`src/hw/rtl/hel_pkg.sv`:
```
`timescale 1ns / 1ps

package hel_pkg;

    localparam int DATA_W       = 32;
    localparam int LOSS_W       = 52;
    localparam int MAX_ELEMENTS = 1048576;
    localparam int CNT_W        = $clog2(MAX_ELEMENTS + 1);
    localparam int Q_PTR_W      = 2;
    localparam int Q_DEPTH      = 2 ** Q_PTR_W;
    localparam int DIV_STEPS    = LOSS_W;
    localparam int DIV_CNT_W    = $clog2(DIV_STEPS);
    localparam int CFG_INDEX_W  = 1;

    localparam logic [CFG_INDEX_W-1:0] CFG_MARGIN = 1'b0;
    localparam logic [CFG_INDEX_W-1:0] CFG_MODE   = 1'b1;

    localparam logic [1:0] MODE_NONE = 2'd0;
    localparam logic [1:0] MODE_MEAN = 2'd1;
    localparam logic [1:0] MODE_SUM  = 2'd2;

    localparam logic signed [DATA_W-1:0] MARGIN_RESET = 32'sd65536;
    localparam logic [1:0]               MODE_RESET   = MODE_MEAN;

    typedef struct packed {
        logic signed [DATA_W-1:0] sample;
        logic signed [DATA_W-1:0] target;
        logic                     last_element;
    } hel_in_t;

    typedef struct packed {
        logic [LOSS_W-1:0] loss;
        logic              is_last;
    } hel_out_t;

    typedef enum logic [1:0] {
        OP_EMIT      = 2'd0,
        OP_ACC       = 2'd1,
        OP_SUM_LAST  = 2'd2,
        OP_MEAN_LAST = 2'd3
    } hel_op_t;

    typedef struct packed {
        hel_op_t           op;
        logic              is_last;
        logic [DATA_W-1:0] loss;
    } hel_cmd_t;

    typedef enum logic [1:0] {
        ST_RUN  = 2'd0,
        ST_DIV  = 2'd1,
        ST_HOLD = 2'd2
    } hel_state_t;

endpackage

```
`src/hw/rtl/hinge_embedding_loss_reduce.sv`:
```
// Hinge embedding loss with none / mean / sum reduction, Q16.16 in, 16 fraction bits out.
// Throughput: one element per cycle unless the queue fills behind a divide or an untaken result.
// Result path: command queue, then result register; mean results pass the divider between them.
// The mean divide is a restoring divider: one quotient bit per cycle.
// Reset (rst_n, async, active low): margin = 1.0, mode = mean, sum/count cleared, queues empty.
`timescale 1ns / 1ps

module hinge_embedding_loss_reduce (
    input  logic                            clk,
    input  logic                            rst_n,
    // configuration: index 0 margin, index 1 reduction mode
    input  logic                            cfg_we,
    input  logic [hel_pkg::CFG_INDEX_W-1:0] cfg_index,
    input  logic [hel_pkg::DATA_W-1:0]      cfg_data,
    // element input, a transfer when push && !full
    input  logic                            push,
    output logic                            full,
    input  hel_pkg::hel_in_t                in_item,
    // results, a transfer when pop && !empty
    output logic                            empty,
    input  logic                            pop,
    output hel_pkg::hel_out_t               out_item
);

    // Front: holds config, computes the element loss and tags each element with
    // what the back end must do (emit, accumulate, finish sum, finish mean).
    // Command queue: four entries, decouples the front from a divide or a full
    // result register. Back: saturating accumulator, bit-serial divider and a
    // one-entry result register that keeps accepting accumulate work while a
    // result waits to be taken.

    logic              cmd_push;
    logic              q_full;
    logic              q_valid;
    logic              q_pop;
    hel_pkg::hel_cmd_t cmd_in;
    hel_pkg::hel_cmd_t cmd_out;

    assign full = q_full;

    hel_front u_front (
        .clk       (clk),
        .rst_n     (rst_n),
        .cfg_we    (cfg_we),
        .cfg_index (cfg_index),
        .cfg_data  (cfg_data),
        .push      (push),
        .q_full    (q_full),
        .in_item   (in_item),
        .cmd_push  (cmd_push),
        .cmd       (cmd_in)
    );

    hel_cmdq u_cmdq (
        .clk      (clk),
        .rst_n    (rst_n),
        .wr_en    (cmd_push),
        .wr_cmd   (cmd_in),
        .rd_en    (q_pop),
        .full     (q_full),
        .rd_valid (q_valid),
        .rd_cmd   (cmd_out)
    );

    hel_back u_back (
        .clk       (clk),
        .rst_n     (rst_n),
        .cmd_valid (q_valid),
        .cmd       (cmd_out),
        .cmd_pop   (q_pop),
        .pop       (pop),
        .empty     (empty),
        .out_item  (out_item)
    );

endmodule

```
`src/hw/rtl/hel_front.sv`:
```
`timescale 1ns / 1ps

module hel_front (
    input  logic                                 clk,
    input  logic                                 rst_n,
    input  logic                                 cfg_we,
    input  logic [hel_pkg::CFG_INDEX_W-1:0]      cfg_index,
    input  logic [hel_pkg::DATA_W-1:0]           cfg_data,
    input  logic                                 push,
    input  logic                                 q_full,
    input  hel_pkg::hel_in_t                     in_item,
    output logic                                 cmd_push,
    output hel_pkg::hel_cmd_t                    cmd
);

    logic signed [hel_pkg::DATA_W-1:0] margin_reg;
    logic [1:0]                        mode_reg;
    logic signed [hel_pkg::DATA_W:0]   diff;
    logic                              loss_pos;

    always_ff @(posedge clk or negedge rst_n) begin
        if (!rst_n)
        begin
            margin_reg <= hel_pkg::MARGIN_RESET;
            mode_reg   <= hel_pkg::MODE_RESET;
        end
        else if (cfg_we)
        begin
            unique case (cfg_index)
                hel_pkg::CFG_MARGIN: margin_reg <= cfg_data;
                hel_pkg::CFG_MODE:   mode_reg   <= cfg_data[1:0];
                default: ;
            endcase
        end
    end

    // margin - sample is exact in 33 bits; positive result fits in 32
    always_comb
    begin
        if (in_item.target > 0)
            diff = {margin_reg[hel_pkg::DATA_W-1], margin_reg}
                 - {in_item.sample[hel_pkg::DATA_W-1], in_item.sample};
        else
            diff = {in_item.sample[hel_pkg::DATA_W-1], in_item.sample};
        loss_pos = (diff > 0);
    end

    assign cmd_push = push && !q_full;

    always_comb
    begin
        cmd.loss    = loss_pos ? diff[hel_pkg::DATA_W-1:0] : '0;
        cmd.is_last = in_item.last_element;
        priority if (mode_reg == hel_pkg::MODE_NONE)
            cmd.op = hel_pkg::OP_EMIT;
        else if (!in_item.last_element)
            cmd.op = hel_pkg::OP_ACC;
        else if (mode_reg == hel_pkg::MODE_MEAN)
            cmd.op = hel_pkg::OP_MEAN_LAST;
        else
            cmd.op = hel_pkg::OP_SUM_LAST;   // sum, and the unused code
    end

endmodule

```
`src/hw/rtl/hel_cmdq.sv`:
```
`timescale 1ns / 1ps

module hel_cmdq (
    input  logic              clk,
    input  logic              rst_n,
    input  logic              wr_en,
    input  hel_pkg::hel_cmd_t wr_cmd,
    input  logic              rd_en,
    output logic              full,
    output logic              rd_valid,
    output hel_pkg::hel_cmd_t rd_cmd
);

    hel_pkg::hel_cmd_t           entry_reg [hel_pkg::Q_DEPTH];
    logic [hel_pkg::Q_PTR_W-1:0] wr_ptr_reg;
    logic [hel_pkg::Q_PTR_W-1:0] rd_ptr_reg;
    logic [hel_pkg::Q_PTR_W:0]   count_reg;

    assign full     = (count_reg == (hel_pkg::Q_PTR_W + 1)'(hel_pkg::Q_DEPTH));
    assign rd_valid = (count_reg != '0);
    assign rd_cmd   = entry_reg[rd_ptr_reg];

    always_ff @(posedge clk)
    begin
        if (wr_en)
            entry_reg[wr_ptr_reg] <= wr_cmd;
    end

    always_ff @(posedge clk or negedge rst_n) begin
        if (!rst_n)
        begin
            wr_ptr_reg <= '0;
            rd_ptr_reg <= '0;
            count_reg  <= '0;
        end
        else
        begin
            if (wr_en)
                wr_ptr_reg <= wr_ptr_reg + 1'b1;
            if (rd_en)
                rd_ptr_reg <= rd_ptr_reg + 1'b1;
            unique case ({wr_en, rd_en})
                2'b10:   count_reg <= count_reg + 1'b1;
                2'b01:   count_reg <= count_reg - 1'b1;
                default: count_reg <= count_reg;
            endcase
        end
    end

`ifndef ASSERT_OFF
    a_no_overflow: assert property (@(posedge clk) disable iff (!rst_n)
        !(wr_en && full && !rd_en))
        else $error("cmdq write while full");
    a_no_underflow: assert property (@(posedge clk) disable iff (!rst_n)
        rd_en |-> rd_valid)
        else $error("cmdq read while empty");
`endif

endmodule

```
`src/hw/rtl/hel_back.sv`:
```
`timescale 1ns / 1ps

module hel_back (
    input  logic              clk,
    input  logic              rst_n,
    input  logic              cmd_valid,
    input  hel_pkg::hel_cmd_t cmd,
    output logic              cmd_pop,
    input  logic              pop,
    output logic              empty,
    output hel_pkg::hel_out_t out_item
);

    localparam logic [hel_pkg::CNT_W-1:0] CNT_MAX =
        hel_pkg::CNT_W'(hel_pkg::MAX_ELEMENTS);
    localparam logic [hel_pkg::DIV_CNT_W-1:0] STEP_LAST =
        hel_pkg::DIV_CNT_W'(hel_pkg::DIV_STEPS - 1);

    hel_pkg::hel_state_t state_reg, state_next;

    logic [hel_pkg::LOSS_W-1:0]    sum_reg;
    logic [hel_pkg::CNT_W-1:0]     cnt_reg;
    logic [hel_pkg::LOSS_W-1:0]    quo_reg;
    logic [hel_pkg::CNT_W-1:0]     rem_reg;
    logic [hel_pkg::CNT_W-1:0]     dvs_reg;
    logic [hel_pkg::DIV_CNT_W-1:0] step_reg;
    logic                          out_valid_reg;
    hel_pkg::hel_out_t             out_reg;

    logic [hel_pkg::LOSS_W:0]   sum_add;
    logic [hel_pkg::LOSS_W-1:0] sum_sat;
    logic [hel_pkg::CNT_W-1:0]  cnt_inc;
    logic [hel_pkg::CNT_W:0]    trial;
    logic                       trial_ge;
    logic                       slot_free;

    logic out_load, out_from_div, acc_update, acc_clear, div_start;

    assign empty    = !out_valid_reg;
    assign out_item = out_reg;
    assign slot_free = !out_valid_reg || pop;

    // saturating add of the incoming loss, saturating count
    assign sum_add = {1'b0, sum_reg} + (hel_pkg::LOSS_W + 1)'(cmd.loss);
    assign sum_sat = sum_add[hel_pkg::LOSS_W] ? '1 : sum_add[hel_pkg::LOSS_W-1:0];
    assign cnt_inc = (cnt_reg < CNT_MAX) ? cnt_reg + 1'b1 : cnt_reg;

    // one restoring step per cycle
    assign trial    = {rem_reg, quo_reg[hel_pkg::LOSS_W-1]};
    assign trial_ge = (trial >= {1'b0, dvs_reg});

    always_comb
    begin
        state_next = state_reg;
        unique case (state_reg)
            hel_pkg::ST_RUN:
                if (cmd_valid && cmd.op == hel_pkg::OP_MEAN_LAST)
                    state_next = hel_pkg::ST_DIV;
            hel_pkg::ST_DIV:
                if (step_reg == STEP_LAST)
                    state_next = hel_pkg::ST_HOLD;
            hel_pkg::ST_HOLD:
                if (slot_free)
                    state_next = hel_pkg::ST_RUN;
            default:
                state_next = hel_pkg::ST_RUN;
        endcase
    end

    always_comb
    begin
        cmd_pop      = 1'b0;
        out_load     = 1'b0;
        out_from_div = 1'b0;
        acc_update   = 1'b0;
        acc_clear    = 1'b0;
        div_start    = 1'b0;
        unique case (state_reg)
            hel_pkg::ST_RUN:
                if (cmd_valid)
                begin
                    unique case (cmd.op)
                        hel_pkg::OP_ACC:
                        begin
                            cmd_pop    = 1'b1;
                            acc_update = 1'b1;
                        end
                        hel_pkg::OP_EMIT:
                            if (slot_free)
                            begin
                                cmd_pop   = 1'b1;
                                out_load  = 1'b1;
                                acc_clear = cmd.is_last;
                            end
                        hel_pkg::OP_SUM_LAST:
                            if (slot_free)
                            begin
                                cmd_pop   = 1'b1;
                                out_load  = 1'b1;
                                acc_clear = 1'b1;
                            end
                        hel_pkg::OP_MEAN_LAST:
                        begin
                            cmd_pop   = 1'b1;
                            div_start = 1'b1;
                            acc_clear = 1'b1;
                        end
                    endcase
                end
            hel_pkg::ST_DIV: ;
            hel_pkg::ST_HOLD:
                if (slot_free)
                begin
                    out_load     = 1'b1;
                    out_from_div = 1'b1;
                end
            default: ;
        endcase
    end

    always_ff @(posedge clk or negedge rst_n) begin
        if (!rst_n)
        begin
            state_reg     <= hel_pkg::ST_RUN;
            sum_reg       <= '0;
            cnt_reg       <= '0;
            step_reg      <= '0;
            out_valid_reg <= 1'b0;
        end
        else
        begin
            state_reg <= state_next;
            if (acc_clear)
            begin
                sum_reg <= '0;
                cnt_reg <= '0;
            end
            else if (acc_update)
            begin
                sum_reg <= sum_sat;
                cnt_reg <= cnt_inc;
            end
            if (div_start)
                step_reg <= '0;
            else if (state_reg == hel_pkg::ST_DIV)
                step_reg <= step_reg + 1'b1;
            if (out_load)
                out_valid_reg <= 1'b1;
            else if (pop)
                out_valid_reg <= 1'b0;
        end
    end

    always_ff @(posedge clk)
    begin
        if (div_start)
        begin
            quo_reg <= sum_sat;
            rem_reg <= '0;
            dvs_reg <= cnt_inc;
        end
        else if (state_reg == hel_pkg::ST_DIV)
        begin
            quo_reg <= {quo_reg[hel_pkg::LOSS_W-2:0], trial_ge};
            rem_reg <= trial_ge ? hel_pkg::CNT_W'(trial - {1'b0, dvs_reg})
                                : trial[hel_pkg::CNT_W-1:0];
        end
        if (out_load)
        begin
            if (out_from_div)
            begin
                out_reg.loss    <= quo_reg;
                out_reg.is_last <= 1'b1;
            end
            else if (cmd.op == hel_pkg::OP_EMIT)
            begin
                out_reg.loss    <= hel_pkg::LOSS_W'(cmd.loss);
                out_reg.is_last <= cmd.is_last;
            end
            else
            begin
                out_reg.loss    <= sum_sat;
                out_reg.is_last <= 1'b1;
            end
        end
    end

`ifndef ASSERT_OFF
    a_div_no_pop: assert property (@(posedge clk) disable iff (!rst_n)
        (state_reg == hel_pkg::ST_DIV) |-> (!cmd_pop && !out_load))
        else $error("back consumed or emitted during divide");
    a_div_end: assert property (@(posedge clk) disable iff (!rst_n)
        (state_reg == hel_pkg::ST_DIV && step_reg == STEP_LAST)
            |=> (state_reg == hel_pkg::ST_HOLD))
        else $error("divide did not end after all steps");
    a_cnt_bound: assert property (@(posedge clk) disable iff (!rst_n)
        cnt_reg <= CNT_MAX)
        else $error("element count beyond limit");
`endif

endmodule

```
`config.mk`:
```
export PLATFORM = sky130hd
export DESIGN_NAME = hinge_embedding_loss_reduce
export DESIGN_NICKNAME = d
export VERILOG_FILES = /design/src/hw/rtl/hel_pkg.sv /design/src/hw/rtl/hinge_embedding_loss_reduce.sv /design/src/hw/rtl/hel_front.sv /design/src/hw/rtl/hel_cmdq.sv /design/src/hw/rtl/hel_back.sv
export SDC_FILE = /design/constraint.sdc
export NUM_CORES = 1
export LEC_CHECK = 0
export ABC_AREA = 1
export BUFFER_PORTS_ARGS = -buffer_cell sky130_fd_sc_hd__buf_2
export CORE_ASPECT_RATIO = 0.9
export CORE_MARGIN = 2
export CORE_UTILIZATION = 44
export DETAILED_ROUTE_END_ITERATION = 10
export PLACE_DENSITY = 0.61
export RECOVER_POWER = 25
export SKIP_LAST_GASP = 1
export SYNTH_ARGS = -nofsm -noshare
export SYNTH_HDL_FRONTEND = slang
export SYNTH_HIERARCHICAL = 1
export SYNTH_SLANG_ARGS = --single-unit
```
`constraint.sdc`:
```
create_clock -name clk -period 8.45 [get_ports clk]
set_input_delay 0.845 -clock clk [delete_from_list [all_inputs] [get_ports clk]]
set_output_delay 0.845 -clock clk [all_outputs]
set_load 0.01 [all_outputs]
```
==> metrics <==
Initial Util 44.7%; Async S/R FF share, synth 30.0%; GP Congestion a little over 1; RSZ-0062 raised after global routing no; post-route setup TNS 0 ns; share of cells above drive strength 1 9.54%; # IOs 158; first-pass GRT wire length 112000 µm; worst hold slack 0.473 ns; most common cell after layout, fill and taps aside nand2_1; Fillers 5851; DP Area 27600 µm²; initial antenna violation count 2; drc violations 0; CTS HTree Levels 2; crit end category register; Post-Syn Area per Cell between 7 and 8 µm²; worst hold stages 2; Final HPWL DP 51600 µm; status finished with violations; Hold Startpoint u_back/rem_reg[1]$_SDFFE_PP0P_; Port Buffers around 160; Via Count 22000; register area share after synthesis 43.8%; CP Launch Type register; TritonCTS clock tree done; crit path DAT 5.71 ns; Hold WC Path Type reg2reg; Cell Rows 84; register bit total from synthesis between 400 and 500; number of cells on the worst reg-to-reg path 17; Rel. slew slack -161%; CP Class reg2reg; most frequent cells in the layout 1323 x nand2_1, 588 x inv_1, 326 x nor2_1, 266 x edfxtp_1, 177 x nand3_1; initial drt markers 1787; CTS buffer count 45; die width 261 µm; P_leak 14.8 nW; Final Hold Viols 0; Yosys cell types 50; clock root buffer master clkbuf_16; FF+latch area 11500 µm²; Endpoint, Worst Hold u_back/rem_reg[1]$_SDFFE_PP0P_; maximum clock path buffer count 3; max reg flops 140; FF-to-FF Start u_cmdq/rd_ptr_reg[1]$_DFFE_PN0P_; EDFF count, synth 266; clk_skew 0.0209 ns; Core ar. 58600 µm²; Worst R2R End u_back/quo_reg[17]$_DFFE_PP_; n_diodes 0; hold_buf cts 0; Gate Count Post-Synth 3529; Clock Latency Late Sink 0.59 ns; largest net degree at the start of global routing 89; CP Data Required Time 8.75 ns; yosys warns 6; Final ANT Viol Nets 0; area grow syn2layout 10.7%; syn nets 3728; Mapped Area ~26000 µm²; die area 61600 µm²; Final min period 5.41 ns; r2r setup slk roughly 3 ns; clock-pin slew of the registers on the worst-case setup and hold paths 0.06 ns; Global Route Usage Sum 22.9%; Cell Pwr Density 387 nW/µm²; failing checks max-capacitance violations, max-slew violations; clk sinks 410; fmax 185 MHz; final WL 69900 µm; Die H ~240 µm; Max Cap Viol 2; design area 29100 µm²; setup bufs post-CTS 0; measured slew at the worst slew-check pin 3.91 ns; max-slew violations 98; crit share post-route between 60% and 70%; cts repair resizes 0; Avg WL per Cell approximately 16 µm; final setup violation count 0; Pre-antenna DRT Iters 5; Multi-input gate area about 12000 µm²; peak supply drop 246 µV; Crit Path Max Fanout 50; Post-synth top flop edfxtp_1; vias per cell 4.92; NumNets Final 3862; vias in the first global route approximately 21000; grt ovf 0
==> how the worst max path moves through the flow <==
stage / start / end / slack [ns] / cells after the start
after floorplan: u_cmdq/rd_ptr_reg[0]$_DFFE_PN0P_ / u_back/out_valid_reg$_DFFE_PN0P_ / 1.27 / 7
after global placement: u_cmdq/rd_ptr_reg[1]$_DFFE_PN0P_ / u_back/quo_reg[41]$_DFFE_PP_ / 3.27 / 17
after detailed placement: u_cmdq/rd_ptr_reg[1]$_DFFE_PN0P_ / u_back/quo_reg[17]$_DFFE_PP_ / 3.12 / 17
after CTS: u_cmdq/rd_ptr_reg[1]$_DFFE_PN0P_ / u_back/quo_reg[17]$_DFFE_PP_ / 3.08 / 17
after global routing: u_cmdq/rd_ptr_reg[1]$_DFFE_PN0P_ / u_back/quo_reg[17]$_DFFE_PP_ / 2.62 / 17
final: u_cmdq/rd_ptr_reg[1]$_DFFE_PN0P_ / u_back/quo_reg[17]$_DFFE_PP_ / 3.04 / 17
==> cell usage after synthesis (8+ instances only) <==
master	instances	share of area [%]
nand2_1	1323	19
buf_2	22	0.42
nand3b_1	10	0.29
edfxtp_1	266	30
inv_1	589	8.4
nand4_1	32	0.76
xnor2_1	14	0.47
xor2_1	48	1.6
o211ai_1	8	0.23
buf_6	19	0.82
a21oi_1	56	1.1
dfxtp_1	21	1.6
mux2_2	30	1.3
o211ai_2	35	1.7
nor3_1	25	0.48
or2_2	8	0.19
inv_2	10	0.14
nand3_2	20	0.76
nor2_1	327	4.7
a22o_1	21	0.70
ha_1	92	4.4
nor2_2	16	0.38
o21bai_1	18	0.51
clkbuf_1	40	0.57
nand3_1	177	3.4
dfrtp_1	121	12
o21ai_0	121	2.3
==> per-stage QoR <==
step / setup slack (ns) / instances / power [mW] / util (%)
after floorplan: 1.27 / 3529 / 7.57 / -
after global placement: 3.27 / 4390 / 9.23 / 47.1
after detailed placement: 3.12 / 4390 / 9.27 / 47.1
after CTS: 3.08 / 4474 / 11.3 / 49.6
after global routing: 2.62 / 4474 / 12.2 / 49.5
final: 3.04 / 4474 / 11.2 / 49.5
==> metal layers <==
layer / vias to the layer above / wire [µm] / global-route usage, %
met3: 82 / 4100 / 3.34
met5: - / 0 / 0
met2: 522 / 29900 / 35.2
li1: 11300 / - / -
met1: 10100 / 34400 / 34.0
met4: 0 / 1460 / 5.41
==> area by class of cell <==
| class | count | share of cell area [%] |
|---|---|---|
| multi-input cells | 2429 | 41.2 |
| inverters | 601 | 7.76 |
| clock inverters | 28 | 0.969 |
| well taps | 774 | 3.33 |
| clock buffers | 56 | 4.13 |
| repair buffers | 176 | 3.06 |
| flip-flops and latches | 410 | 39.6 |
==> power by group <==
part	total, mW	internal, mW	leakage [nW]	switching, mW
registers	3.52	3.13	4.28	0.394
clock network	1.99	1.14	0.712	0.846
logic	5.73	1.71	9.80	4.01
total	11.2	5.98	14.8	5.25
==> cells by family (layout without fill, tap and decap cells) <==
logic type,Yosys count,after routing,synth area share (%)
AND/OR/NAND/NOR,1958,1958,30.4
buffers and inverters,690,861,10.7
flip-flops,410,410,43.8
AO/OA/AOI/OAI,283,283,7.10
adder cells (fa/ha/maj),96,96,4.69
XOR/XNOR,62,62,2.07
multiplexers,30,30,1.29
==> critical path: stages, from the launching register on <==
cell and delay [ns]:
dfrtp_1 0.39, inv_2 0.79, buf_4 0.47, nor2_1 0.08
nand2_1 0.07, nand2_1 0.09, ha_1 0.28, fa_1 0.46
nand3_1 0.11, nand3_1 0.19, nand4_1 0.17, nand3_1 0.17
nand2_1 0.12, nand2_2 0.49, inv_2 0.78, nand2_1 0.21
nand2_1 0.11, o21ai_0 0.08
Note: power is estimated with default switching activity, not from simulation.
